File: src/hdl/swsnd_pkg.sv
// Shared types, codes and width helpers for the sliding window sender.
// Used by every module under hdl; depends on nothing else.
package swsnd_pkg;

  // Default window depth
  localparam int WINDOW_MAX_DEF = 8;

  // Operation codes of a request
  localparam logic [1:0] OP_SEND = 2'd0;
  localparam logic [1:0] OP_ACK  = 2'd1;
  localparam logic [1:0] OP_TICK = 2'd2;
  localparam logic [1:0] OP_NONE = 2'd3;

  // Result kinds
  localparam logic [1:0] KIND_SENT   = 2'd0;
  localparam logic [1:0] KIND_RESENT = 2'd1;
  localparam logic [1:0] KIND_REJECT = 2'd2;
  localparam logic [1:0] KIND_ACKED  = 2'd3;

  // Configuration register indexes
  localparam logic [1:0] REG_WINDOW_LIMIT = 2'd0;
  localparam logic [1:0] REG_TIMEOUT      = 2'd1;
  localparam logic [1:0] REG_INIT_SEQ     = 2'd2;

  // Reset values of the configuration registers
  localparam logic [3:0]  WINDOW_LIMIT_RST = 4'd8;
  localparam logic [31:0] TIMEOUT_RST      = 32'd3;
  localparam logic [30:0] INIT_SEQ_RST     = 31'd0;

  // A frame counts as acknowledged when the distance lies in 1 .. HALF_SEQ
  localparam logic [30:0] HALF_SEQ = 31'h4000_0000;

  typedef enum logic [1:0] {
    S_IDLE,
    S_SEND,
    S_ACK,
    S_TICK
  } state_t;

  typedef struct packed {
    logic [1:0]  operation;
    logic [15:0] payload_handle;
    logic [30:0] ack_next_seq;
  } req_t;

  typedef struct packed {
    logic [1:0]  kind;
    logic [30:0] frame_seq;
    logic [15:0] frame_payload;
    logic [3:0]  freed_count;
    logic        last;
  } rsp_t;

  // One window slot as held in the slot memory
  typedef struct packed {
    logic [30:0] seq;
    logic [15:0] payload;
    logic [31:0] stamp;
  } slot_t;

  // Configuration handed from the register file to the sequencer
  typedef struct packed {
    logic [3:0]  window_limit;
    logic [31:0] timeout_ticks;
    logic        seq_load;
    logic [30:0] seq_value;
  } cfg_t;

  // Address bits for a memory of the given depth
  function automatic int addr_w(input int depth);
    return (depth > 1) ? $clog2(depth) : 1;
  endfunction

  // Bits for a count that can reach the depth itself
  function automatic int count_w(input int depth);
    return $clog2(depth + 1);
  endfunction

endpackage

File: src/hdl/swsnd_ram.sv
// Slot memory of the transmit window: one write port, one registered read port.
// Depends on swsnd_pkg for the slot type and the address width.
module swsnd_ram #(
  parameter int DEPTH = swsnd_pkg::WINDOW_MAX_DEF
) (
  input  logic                                clk,
  input  logic                                we,
  input  logic [swsnd_pkg::addr_w(DEPTH)-1:0] wr_addr,
  input  swsnd_pkg::slot_t                    wr_data,
  input  logic [swsnd_pkg::addr_w(DEPTH)-1:0] rd_addr,
  output swsnd_pkg::slot_t                    rd_data
);

  swsnd_pkg::slot_t mem [DEPTH];

  // Write the addressed slot
  always_ff @(posedge clk) begin
    if (we) begin
      mem[wr_addr] <= wr_data;
    end
  end

  // Register the read data
  always_ff @(posedge clk) begin
    rd_data <= mem[rd_addr];
  end

endmodule

File: src/hdl/swsnd_seq.sv
// Sequencer of the sliding window sender: walks the slot memory one slot a cycle,
// stalls aside, through one shared subtract-and-compare unit. Depends on swsnd_pkg.
module swsnd_seq #(
  parameter int WINDOW_MAX = swsnd_pkg::WINDOW_MAX_DEF
) (
  input  logic                                     clk,
  input  logic                                     rst,
  input  swsnd_pkg::cfg_t                          cfg,
  input  logic                                     req_valid,
  output logic                                     req_stall,
  input  swsnd_pkg::req_t                          req,
  output logic                                     rsp_valid,
  input  logic                                     rsp_stall,
  output swsnd_pkg::rsp_t                          rsp,
  output logic                                     mem_we,
  output logic [swsnd_pkg::addr_w(WINDOW_MAX)-1:0] mem_wr_addr,
  output swsnd_pkg::slot_t                         mem_wr_data,
  output logic [swsnd_pkg::addr_w(WINDOW_MAX)-1:0] mem_rd_addr,
  input  swsnd_pkg::slot_t                         mem_rd_data
);

  localparam int AW = swsnd_pkg::addr_w(WINDOW_MAX);
  localparam int CW = swsnd_pkg::count_w(WINDOW_MAX);
  localparam int LW = (CW > 4) ? CW : 4;

  swsnd_pkg::state_t state, state_next;

  logic [15:0]   handle_q;
  logic [30:0]   ack_q;
  logic [CW-1:0] idx;
  logic [CW-1:0] idx_inc;
  logic [CW-1:0] kept;
  logic [CW-1:0] freed;
  logic [CW-1:0] in_flight;
  logic [30:0]   next_seq;
  logic [31:0]   now_ticks;
  logic          pend_valid;
  logic [30:0]   pend_seq;
  logic [15:0]   pend_payload;

  logic          accept;
  logic          out_free;
  logic          scan_end;
  logic          full;
  logic [31:0]   sub_a;
  logic [31:0]   sub_b;
  logic [31:0]   diff;
  logic          age_hit;
  logic          ack_hit;

  logic            advance;
  logic            emit;
  swsnd_pkg::rsp_t emit_val;
  logic            load_pend;
  logic            clear_pend;
  logic            count_freed;
  logic            count_kept;
  logic            send_commit;
  logic            finish_ack;

  assign req_stall = (state != swsnd_pkg::S_IDLE);
  assign accept    = req_valid && !req_stall;
  assign out_free  = !rsp_valid || !rsp_stall;
  assign idx_inc   = idx + CW'(1);
  assign scan_end  = (idx == in_flight);
  assign full      = (LW'(in_flight) >= LW'(cfg.window_limit)) ||
                     (in_flight >= CW'(WINDOW_MAX));

  // Shared unit: age of a frame on a tick, sequence distance on an ack
  always_comb begin
    if (state == swsnd_pkg::S_TICK) begin
      sub_a = now_ticks;
      sub_b = mem_rd_data.stamp;
    end else begin
      sub_a = {1'b0, ack_q};
      sub_b = {1'b0, mem_rd_data.seq};
    end
    diff    = sub_a - sub_b;
    age_hit = (diff >= cfg.timeout_ticks);
    ack_hit = (diff[30:0] != 31'd0) && (diff[30:0] <= swsnd_pkg::HALF_SEQ);
  end

  // Next state
  always_comb begin
    state_next = state;
    unique case (state)
      swsnd_pkg::S_IDLE: begin
        if (accept) begin
          unique case (req.operation)
            swsnd_pkg::OP_SEND: state_next = swsnd_pkg::S_SEND;
            swsnd_pkg::OP_ACK:  state_next = swsnd_pkg::S_ACK;
            swsnd_pkg::OP_TICK: state_next = swsnd_pkg::S_TICK;
            default:            state_next = swsnd_pkg::S_IDLE;
          endcase
        end
      end
      swsnd_pkg::S_SEND: begin
        if (out_free) state_next = swsnd_pkg::S_IDLE;
      end
      swsnd_pkg::S_ACK: begin
        if (scan_end && out_free) state_next = swsnd_pkg::S_IDLE;
      end
      swsnd_pkg::S_TICK: begin
        if (scan_end && (!pend_valid || out_free)) state_next = swsnd_pkg::S_IDLE;
      end
      default: state_next = swsnd_pkg::S_IDLE;
    endcase
  end

  // Per-state control
  always_comb begin
    advance     = 1'b0;
    emit        = 1'b0;
    emit_val    = '0;
    load_pend   = 1'b0;
    clear_pend  = 1'b0;
    count_freed = 1'b0;
    count_kept  = 1'b0;
    send_commit = 1'b0;
    finish_ack  = 1'b0;
    mem_we      = 1'b0;
    mem_wr_addr = idx[AW-1:0];
    mem_wr_data = mem_rd_data;
    unique case (state)
      swsnd_pkg::S_IDLE: begin
      end
      swsnd_pkg::S_SEND: begin
        if (out_free) begin
          emit          = 1'b1;
          emit_val.last = 1'b1;
          if (full) begin
            emit_val.kind = swsnd_pkg::KIND_REJECT;
          end else begin
            emit_val.kind          = swsnd_pkg::KIND_SENT;
            emit_val.frame_seq     = next_seq;
            emit_val.frame_payload = handle_q;
            send_commit            = 1'b1;
            mem_we                 = 1'b1;
            mem_wr_addr            = in_flight[AW-1:0];
            mem_wr_data.seq        = next_seq;
            mem_wr_data.payload    = handle_q;
            mem_wr_data.stamp      = now_ticks;
          end
        end
      end
      swsnd_pkg::S_ACK: begin
        if (!scan_end) begin
          // Drop acknowledged frames, pack the survivors downwards
          advance = 1'b1;
          if (ack_hit) begin
            count_freed = 1'b1;
          end else begin
            count_kept  = 1'b1;
            mem_we      = 1'b1;
            mem_wr_addr = kept[AW-1:0];
          end
        end else if (out_free) begin
          emit                 = 1'b1;
          emit_val.kind        = swsnd_pkg::KIND_ACKED;
          emit_val.freed_count = 4'(freed);
          emit_val.last        = 1'b1;
          finish_ack           = 1'b1;
        end
      end
      swsnd_pkg::S_TICK: begin
        // Hold one found frame back so the final one can carry last
        emit_val.kind          = swsnd_pkg::KIND_RESENT;
        emit_val.frame_seq     = pend_seq;
        emit_val.frame_payload = pend_payload;
        if (!scan_end) begin
          if (age_hit) begin
            if (!pend_valid || out_free) begin
              emit              = pend_valid;
              load_pend         = 1'b1;
              advance           = 1'b1;
              mem_we            = 1'b1;
              mem_wr_data.stamp = now_ticks;
            end
          end else begin
            advance = 1'b1;
          end
        end else if (pend_valid && out_free) begin
          emit          = 1'b1;
          emit_val.last = 1'b1;
          clear_pend    = 1'b1;
        end
      end
      default: begin
      end
    endcase
  end

  // Read slot 0 while idle so a new scan starts there; read ahead as the scan moves on
  assign mem_rd_addr = (state == swsnd_pkg::S_IDLE) ? '0 :
                       advance ? idx_inc[AW-1:0] : idx[AW-1:0];

  always_ff @(posedge clk) begin
    if (rst) begin
      state <= swsnd_pkg::S_IDLE;
    end else begin
      state <= state_next;
    end
  end

  // Control and window state
  always_ff @(posedge clk) begin
    if (rst) begin
      idx        <= '0;
      kept       <= '0;
      freed      <= '0;
      in_flight  <= '0;
      next_seq   <= swsnd_pkg::INIT_SEQ_RST;
      now_ticks  <= '0;
      pend_valid <= 1'b0;
      rsp_valid  <= 1'b0;
    end else begin
      if (state == swsnd_pkg::S_IDLE) begin
        idx   <= '0;
        kept  <= '0;
        freed <= '0;
      end else begin
        if (advance)     idx   <= idx_inc;
        if (count_kept)  kept  <= kept + CW'(1);
        if (count_freed) freed <= freed + CW'(1);
      end
      if (accept && (req.operation == swsnd_pkg::OP_TICK)) begin
        now_ticks <= now_ticks + 32'd1;
      end
      if (cfg.seq_load) begin
        next_seq <= cfg.seq_value;
      end else if (send_commit) begin
        next_seq <= next_seq + 31'd1;
      end
      if (send_commit) begin
        in_flight <= in_flight + CW'(1);
      end else if (finish_ack) begin
        in_flight <= kept;
      end
      if (load_pend) begin
        pend_valid <= 1'b1;
      end else if (clear_pend) begin
        pend_valid <= 1'b0;
      end
      if (emit) begin
        rsp_valid <= 1'b1;
      end else if (!rsp_stall) begin
        rsp_valid <= 1'b0;
      end
    end
  end

  // Payload registers
  always_ff @(posedge clk) begin
    if (accept) begin
      handle_q <= req.payload_handle;
      ack_q    <= req.ack_next_seq;
    end
    if (load_pend) begin
      pend_seq     <= mem_rd_data.seq;
      pend_payload <= mem_rd_data.payload;
    end
    if (emit) begin
      rsp <= emit_val;
    end
  end

endmodule

File: src/hdl/sliding_window_sender_top.sv
// Top level of the sliding window sender: configuration registers, slot
// memory and sequencer. Depends on swsnd_pkg, swsnd_ram and swsnd_seq.
//
//   channel   signals                          transfer when
//   req       req_valid, req_stall, req        req_valid && !req_stall
//   rsp       rsp_valid, rsp_stall, rsp        rsp_valid && !rsp_stall
//   cfg       cfg_write, cfg_index, cfg_data   cfg_write
//
// The sequencer reads one window slot per cycle from the slot memory's single
// read port as an acknowledgement or a tick scans the window, unless a
// retransmit waits on the result register; a send needs no scan.
// Reset is synchronous; afterwards the window is empty and no clearing pass runs.
// A stalled result holds in the output register; an acknowledgement or a tick
// keeps scanning meanwhile, and a tick stops its scan only when a second
// retransmit meets a full output register.
module sliding_window_sender_top #(
  parameter int WINDOW_MAX = swsnd_pkg::WINDOW_MAX_DEF
) (
  input  logic            clk,
  input  logic            rst,
  input  logic            req_valid,
  output logic            req_stall,
  input  swsnd_pkg::req_t req,
  output logic            rsp_valid,
  input  logic            rsp_stall,
  output swsnd_pkg::rsp_t rsp,
  input  logic            cfg_write,
  input  logic [1:0]      cfg_index,
  input  logic [31:0]     cfg_data
);

  localparam int AW = swsnd_pkg::addr_w(WINDOW_MAX);

  logic [3:0]       window_limit;
  logic [31:0]      timeout_ticks;
  swsnd_pkg::cfg_t  cfg;

  logic             mem_we;
  logic [AW-1:0]    mem_wr_addr;
  swsnd_pkg::slot_t mem_wr_data;
  logic [AW-1:0]    mem_rd_addr;
  swsnd_pkg::slot_t mem_rd_data;

  // Configuration registers
  always_ff @(posedge clk) begin
    if (rst) begin
      window_limit  <= swsnd_pkg::WINDOW_LIMIT_RST;
      timeout_ticks <= swsnd_pkg::TIMEOUT_RST;
    end else if (cfg_write) begin
      unique case (cfg_index)
        swsnd_pkg::REG_WINDOW_LIMIT: window_limit  <= cfg_data[3:0];
        swsnd_pkg::REG_TIMEOUT:      timeout_ticks <= cfg_data;
        default: begin
        end
      endcase
    end
  end

  // Writing the initial sequence reloads the sequence counter
  always_comb begin
    cfg.window_limit  = window_limit;
    cfg.timeout_ticks = timeout_ticks;
    cfg.seq_load      = cfg_write && (cfg_index == swsnd_pkg::REG_INIT_SEQ);
    cfg.seq_value     = cfg_data[30:0];
  end

  swsnd_ram #(
    .DEPTH (WINDOW_MAX)
  ) u_ram (
    .clk     (clk),
    .we      (mem_we),
    .wr_addr (mem_wr_addr),
    .wr_data (mem_wr_data),
    .rd_addr (mem_rd_addr),
    .rd_data (mem_rd_data)
  );

  swsnd_seq #(
    .WINDOW_MAX (WINDOW_MAX)
  ) u_seq (
    .clk         (clk),
    .rst         (rst),
    .cfg         (cfg),
    .req_valid   (req_valid),
    .req_stall   (req_stall),
    .req         (req),
    .rsp_valid   (rsp_valid),
    .rsp_stall   (rsp_stall),
    .rsp         (rsp),
    .mem_we      (mem_we),
    .mem_wr_addr (mem_wr_addr),
    .mem_wr_data (mem_wr_data),
    .mem_rd_addr (mem_rd_addr),
    .mem_rd_data (mem_rd_data)
  );

endmodule

File: config.mk
export PLATFORM = sky130hd
export DESIGN_NAME = sliding_window_sender_top
export DESIGN_NICKNAME = d
export VERILOG_FILES = /design/src/hdl/swsnd_pkg.sv /design/src/hdl/swsnd_ram.sv /design/src/hdl/swsnd_seq.sv /design/src/hdl/sliding_window_sender_top.sv
export SDC_FILE = /design/constraint.sdc
export NUM_CORES = 1
export LEC_CHECK = 0
export BUFFER_PORTS_ARGS = -buffer_cell sky130_fd_sc_hd__buf_2
export CAP_MARGIN = 10
export CORE_MARGIN = 3
export CORE_UTILIZATION = 35
export DETAILED_ROUTE_END_ITERATION = 16
export PLACE_DENSITY = 0.49
export SYNTH_ARGS = -nofsm -noshare
export SYNTH_HDL_FRONTEND = slang
export SYNTH_HIERARCHICAL = 1
export SYNTH_SLANG_ARGS = --single-unit
export TNS_END_PERCENT = 50
File: constraint.sdc
create_clock -name clk -period 24.2 [get_ports clk]
set_clock_uncertainty 0.05 [all_clocks]
set_input_delay 2.42 -clock clk [delete_from_list [all_inputs] [get_ports clk]]
set_output_delay 2.42 -clock clk [all_outputs]
set_load 0.05 [all_outputs]
* Word level (Yosys, flattened, before mapping)
Memories as Yosys holds them, arrays and structs flattened. A register that Yosys moved wholly into a read port is not among the register bits.
Cells that the tools add are included.
** Storage, ports and cells
- Register bits after elaboration :: 267
- RAM bits :: 632
- Input port bits :: 88
- Output and inout bits :: 56
- Word-level logic and storage cells :: 142
- Memories :: 1
** Memories
- u_ram.mem :: depth 8, width 79, rd ports 1, clocked after memory_dff 1, write ports 1, line swsnd_ram.sv:14 : swsnd_pkg::slot_t mem [DEPTH];
** Operators by class
- Add/sub/neg operators :: 7
- Magnitude comparators :: 4
- Equal/unequal tests :: 13
- Mux-type cells :: 70
- Reduce and logical (&&, ||, !) cells :: 27
** Operators by type and width (count)
- $mux W32 :: 5
- $mux W79 :: 2
- $mux W47 :: 2
- $pmux W47 S2 :: 1
- $pmux W32 S2 :: 1
- $mux W31 :: 2
- $mux W49 :: 1
- $mux W1 :: 33
- $add A32 B1 Y32 const B :: 1
- $ge A32 B32 Y1 :: 1
- $sub A32 B32 Y32 :: 1
- $add A31 B1 Y31 const B :: 1
- $le A31 B31 Y1 const B :: 1
- $reduce_bool A31 Y1 :: 1
- $mux W3 :: 6
- $add A4 B1 Y4 const B :: 4
- $mux W2 :: 7
- $pmux W2 S3 :: 2
- $pmux W1 S3 :: 3
- $eq A2 B2 Y1 const B :: 4
- $mux W4 :: 2
- $ne A2 B1 Y1 const B :: 4
- $pmux W2 S4 :: 1
- $reduce_bool A2 Y1 :: 4
- other kinds (15) :: 31

* Longest topological paths before layout
- Depth after elaboration :: 10
- Depth in mapped cells :: 31
- Mapped depth without buffers :: 25

* Hierarchy
The synthesis kept the hierarchy.
** By module, submodules not included
- swsnd_ram :: instances 1, cells each 1006, area each 25360.6 sq um, sequential area each 20559.7 sq um
- swsnd_seq :: instances 1, cells each 1607, area each 14415.1 sq um, sequential area each 6105.9 sq um
- sliding_window_sender_top :: instances 1, cells each 159, area each 1641.6 sq um, sequential area each 720.7 sq um

* Worst setup path before layout
OpenSTA, ideal clock, no wires.
- Path type :: register -> register
- Start point :: register u_seq.state[0]
- End point :: memory u_ram/mem[4][0] (netlist bit) (enable)
- Library setup time :: 0.613 ns
- Arrival time :: 11.143 ns
- Data required time :: 23.537 ns
- Slack :: 12.394 ns
- Cell stages (with the launch flop) :: 27
- Buffers on the path :: 4
- Period minus slack after synthesis :: 11.806 ns
- Path through :: dfxtp_1 -> ha_1 -> clkbuf_1 -> buf_1 -> clkbuf_1 -> mux2i_1 -> ha_1 -> buf_2 -> a211oi_1 -> o211ai_1 -> a21oi_1 -> o2111ai_1 -> a31oi_1 -> o21ai_0 -> xnor2_1 -> inv_2 -> ha_1 -> nand2_1 -> nor3_1 -> nand2_1 -> a311oi_1 -> a211o_1 -> nand3_1 -> nand2_1 -> o21ba_1 -> nand2_1 -> nor3_1
** On the way
- Cells in the longest elaborated chain, start to end :: 10
- Elaborated cells between the ends (all ways) :: 20
- Those cells by class :: add/sub (1); order compare (2); eq/ne (3); mux (12); reduce/logical (2)
** Ends and longest elaborated chain
- from (decl) :: line swsnd_seq.sv:26 : swsnd_pkg::state_t state, state_next;
- from (signal assigned) :: line swsnd_seq.sv:199 : state <= swsnd_pkg::S_IDLE;
- from (signal assigned) :: line swsnd_seq.sv:201 : state <= state_next;
- $eq A2 B2 Y1 :: line swsnd_seq.sv:71, swsnd_seq.sv:124
- $mux W32 :: line swsnd_seq.sv:71 : if (state == swsnd_pkg::S_TICK) begin
- $sub A32 B32 Y32 :: line swsnd_seq.sv:78 : diff = sub_a - sub_b;
- $le A31 B31 Y1 / $reduce_bool A31 Y1 (equally long branches) :: line swsnd_seq.sv:80 : ack_hit = (diff[30:0] != 31'd0) && (diff[30:0] <= swsnd_pkg::HALF_SEQ);
- $logic_and A1 B1 Y1 :: line swsnd_seq.sv:80
- $mux W1 :: line swsnd_seq.sv:150 : if (ack_hit) begin
- $mux W1 :: line swsnd_seq.sv:147 : if (!scan_end) begin
- $pmux W1 S3 * :: line swsnd_seq.sv:124 : unique case (state)
- net mem_we :: line sliding_window_sender_top.sv:38 : logic mem_we;
- $mux W1 * :: line swsnd_ram.sv:18 : if (we) begin
- $mux W1 (implied by the code) * :: line swsnd_ram.sv:19 : mem[wr_addr] <= wr_data;
- to (decl) :: line swsnd_ram.sv:14
Mark *: on every way through the listed nets, which the timed path passes. The rest lies on a longest branch.

* Final worst setup path
- Start point :: register u_seq.state[0]
- End point :: register, netlist name u_ram/rd_data[12]
** On the way
- Cells in the longest elaborated chain, start to end :: 9
- Elaborated cells between the ends (all ways) :: 12
- Those cells by class :: add/sub (1); order compare (1); eq/ne (2); mux (7); reduce/logical (1)
** Ends and longest elaborated chain
- $eq A2 B2 Y1 :: line swsnd_seq.sv:71, swsnd_seq.sv:124
- $mux W32 :: line swsnd_seq.sv:71
- $sub A32 B32 Y32 :: line swsnd_seq.sv:78
- $ge A32 B32 Y1 :: line swsnd_seq.sv:79 : age_hit = (diff >= cfg.timeout_ticks);
- $mux W1 :: line swsnd_seq.sv:171 : if (age_hit) begin
- $mux W1 :: line swsnd_seq.sv:170 : if (!scan_end) begin
- $pmux W1 S2 :: line swsnd_seq.sv:124
- $mux W3 :: line swsnd_seq.sv:195 : advance ? idx_inc[AW-1:0] : idx[AW-1:0];
- $mux W3 * :: line swsnd_seq.sv:194 : assign mem_rd_addr = (state == swsnd_pkg::S_IDLE) ? '0 :
- net mem_rd_addr[0] :: line sliding_window_sender_top.sv:41 : logic [AW-1:0] mem_rd_addr;
Marked as above.
A chain may end at the register's enable or synchronous reset.

==> summary.md <==
| Metric | Value |
|---|---|
| Status | finished, final reports clean |
| Routability congestion estimate | 0.8788 |
| Cells after synthesis | 2772 |
| Cell Pwr Density | 81.65 nW/um^2 |
| Synth Area in Compound Gates | under 10% |
| Count of different cell masters after synthesis | 75 |
| Starting Density | 35.45% |
| Final max-slew violation count | 0 |
| Largest family of logic cells by synthesized area | multiplexers |
| Most common cell after layout, fill and taps aside | edfxtp_1 |
| All-layer global routing usage | 18.35% |
| Worst-path clk slew | 0.06 ns |
| Share of the synthesized area in the top cell type | 56.55% |
| Layout cell share with drive strength beyond 1 | 21.60% |
| Row cnt | ~130 |
| Post-route setup TNS | 0 ns |
| Ranking of synthesized cells by area | edfxtp_1 57%, dfxtp_1 9.6%, mux4_2 8.6% |
| Area grow syn2layout | 14.19% |
| Clock Tree Buf Depth | 3 |
| Final HPWL from detailed placement | about 70000 um |
| Fin crit share | between 40% and 50% |
| Total Routed Length | 113300 um |
| Predominant post-synthesis flop cell | edfxtp_1 |
| Ant diodes | 0 |
| RSZ-0062 raised after global routing | no |
| Worst Hold End | u_seq/pend_payload[8]$_DFFE_PP_ |
| Vias | 23914 |
| Hold_sp | u_ram/rd_data[40]$_DFF_P_ |
| Maximum vdd drop | 0.05639 mV |
| Reg2reg start | u_seq/state[0]$_SDFFE_PP0P_ |
| Most frequent cells in the layout | 780 x edfxtp_1, 349 x nand2_1, 198 x dfxtp_1, 158 x mux4_2, 142 x buf_2 |
| CTS buffer count | between 100 and 150 |
| CP peak stage delay | 0.85 ns |
| CP startpoint | u_seq/state[0]$_SDFFE_PP0P_ |
| HP Class | reg2reg |
| Syn_nets | 2942 |
| Internal power | 2.928 mW |
| Clock share of power | 42.1% |
| Adder-cell area share of the yosys netlist | 2.495% |
| Post-route insts no fill | ~4500 |
| Leak | ~16 nW |
| WL/cell | roughly 25 um |
| Clk sinks | just under 1000 |
| Core ar. | 116800 um^2 |
| H-tree Lvls | 3 |
| FF-to-FF path depth | 26 |
| Crit Path Max Fanout | 90 |
| Iter 0 DRT Violations | 1709 |
| Actual slew at the worst max-slew pin | roughly 1.1 ns |
| Avg Vias per Cell | 5.270 |
| Simple-gate share of the synthesized area | approximately 8.4% |
| WS Path Type | reg2reg |
| R2R Setup Slk | 13.69 ns |
| Crit path launch type | flop |
| NetSw | 0.9334 mW |
| Chip width | 350 um |
| Pin count of the biggest net entering global routing | between 90 and 100 |
| Hold_buf cts | 0 |
| Post-synth EDFFs | 780 |
| CP max-delay cell | xnor2_1 |
| Required time of the critical path | between 20 and 25 ns |
| Critical path arrival | 11.00 ns |
| Worst-skew pair later-pin latency | 0.71 ns |
| Setup violations, final | 0 |
| Antenna violations before repair | 1 |
| Drt first pass iters | 7 |
| Yosys reg bits | 978 |
| Comb pwr share | approximately 9.0% |
| Sequential share of power | 48.9% |
| Post-CTS resize count | 0 |
| Global-route wire length before repair | between 150000 and 200000 um |
| Post-CTS Setup Bufs | 0 |
| Cell Area, Synth | just over 40000 um^2 |
| Critical Path Sink Type | flop |
| Die ar. | roughly 120000 um^2 |
| Io pins | 144 |
| DRC violations left | 0 |
| Routed Antenna Nets | 0 |
| Ys Warns | 6 |
| Avg Cell Area, Syn | ~15 um^2 |
| Post-synthesis mux area share | 13.89% |
| Placed Instances | 4339 |
| Die height | 350 um |
| Vias in the first global route | 24232 |
| Global route overflow | 0 |
| Synth async-reset ratio | 0% |
| Tot Pwr | between 3 and 4 mW |
| Nets | 3092 |
| Final hold vios | 0 |
| Max_cap viols | 0 |
| R2r endpoint | u_ram/rd_data[12]$_DFF_P_ |
| Worst relative slew slack | between 20% and 30% |
| Hold path depth | 0 |
| Clock Tree Root | clkbuf_16 |
| TritonCTS clock tree | done |
| Cell taking the most area after synthesis | edfxtp_1 |
| Seq/Total Area, Yosys | around two thirds |
| Final core occ | slightly above 40% |
| Final critical delay including setup and external delays | between 10 and 15 ns |
| Sw Share | 24.17% |
| PortBufs | around 140 |
| Xor/xnor share of the synthesized area | 1.628% |
| Max Clock Freq | 95.12 MHz |
-- metrics by stage --
stage / hold WS [ns] / cell area [um^2] / setup slack, ns
2_1_floorplan: 0.3581 / 41420 / 12.39
3_3_place_gp: 0.3652 / 43750 / 13.89
3_5_place_dp: 0.3660 / 43750 / 13.65
4_1_cts: 0.3819 / 47290 / 13.59
5_1_grt: 0.3871 / 47290 / 12.81
6_report: 0.3788 / 47290 / 13.69
-- cell families (layout without fill, tap and decap cells) --
logic type / count (synthesis) / count (layout)
AOI/OAI and AO/OA: 324 / 324
DFF: 978 / 978
adders and majority gates: 82 / 82
buffers and inverters: 194 / 436
and+or+nand+nor: 754 / 754
muxes: 363 / 363
xor gates and xnor gates: 77 / 77
-- power by group through the flow --
stage | Clock (mW) | Sequential [mW] | Combinational (mW)
floorplan | 0 | 1.92 | 0.223
global placement | 0 | 1.92 | 0.336
detailed placement | 0 | 1.93 | 0.345
CTS | 1.67 | 1.89 | 0.346
global route | 1.74 | 1.89 | 0.380
finish | 1.63 | 1.89 | 0.347
-- worst max path at each step --
| stage | depth (start not counted) | endpoint |
|---|---|---|
| after detailed placement | 26 | u_ram/rd_data[35]$_DFF_P_ |
| final | 26 | u_ram/rd_data[12]$_DFF_P_ |
| after global placement | 26 | u_ram/rd_data[44]$_DFF_P_ |
| after CTS | 26 | u_ram/rd_data[12]$_DFF_P_ |
| after floorplan | 26 | u_ram/mem[4][0]$_DFFE_PP_ |
| after global routing | 27 | u_ram/rd_data[12]$_DFF_P_ |
-- Yosys cell counts (34+ instances only) --
cell type and count:
xnor2_1 34, mux2_2 114, clkbuf_1 76, mux2i_1 91, nor2_1 145, xor2_1 43
mux4_2 158, o21ai_0 51, dfxtp_1 198, a22oi_1 55, inv_1 58, nand3_1 35
ha_1 81, edfxtp_1 780, nand2_1 349, a21oi_1 105, nand2b_1 73
-- critical path, delay by kind of cell (launching register included) --
kind / cells / cell delay [ns]
XOR/XNOR: 1 / 0.85
flip-flops: 1 / 0.42
multiplexers: 3 / 1.28
adder cells (fa/ha/maj): 3 / 1.21
AO/OA/AOI/OAI: 9 / 2.47
buffers and inverters: 5 / 2.99
AND/OR/NAND/NOR: 5 / 0.97
-- state kept, by name (all words and copies together) (netlist names), 16 cells and up --
name and count:
timeout_ticks 32, u_ram/mem 632, u_ram/rd_data 79, u_seq/ack_q 31, u_seq/handle_q 16, u_seq/next_seq 31, u_seq/now_ticks 32, u_seq/pend_payload 16
u_seq/pend_seq 31, u_seq/rsp 54
-- area by class of cell --
cell class	count	area [um^2]
clock inverters	53	636.9
multi-input cells	1600	13240
fillers	10685	69540
flip-flops and latches	978	27390
well taps	1524	1907
repair buffers	177	998.5
clock buffers	146	2902
inverters	60	226.5
-- layer usage --
metal | track usage [%] | part of all wire, % | vias up
li1 | - | - | 10808
met1 | 24.99 | 45 | 12431
met2 | 31.13 | 49 | 539
met3 | 2.162 | 3.7 | 136
met4 | 4.921 | 2.1 | 0
met5 | 0 | 0 | -
Note: power is estimated with default switching activity, not from simulation.
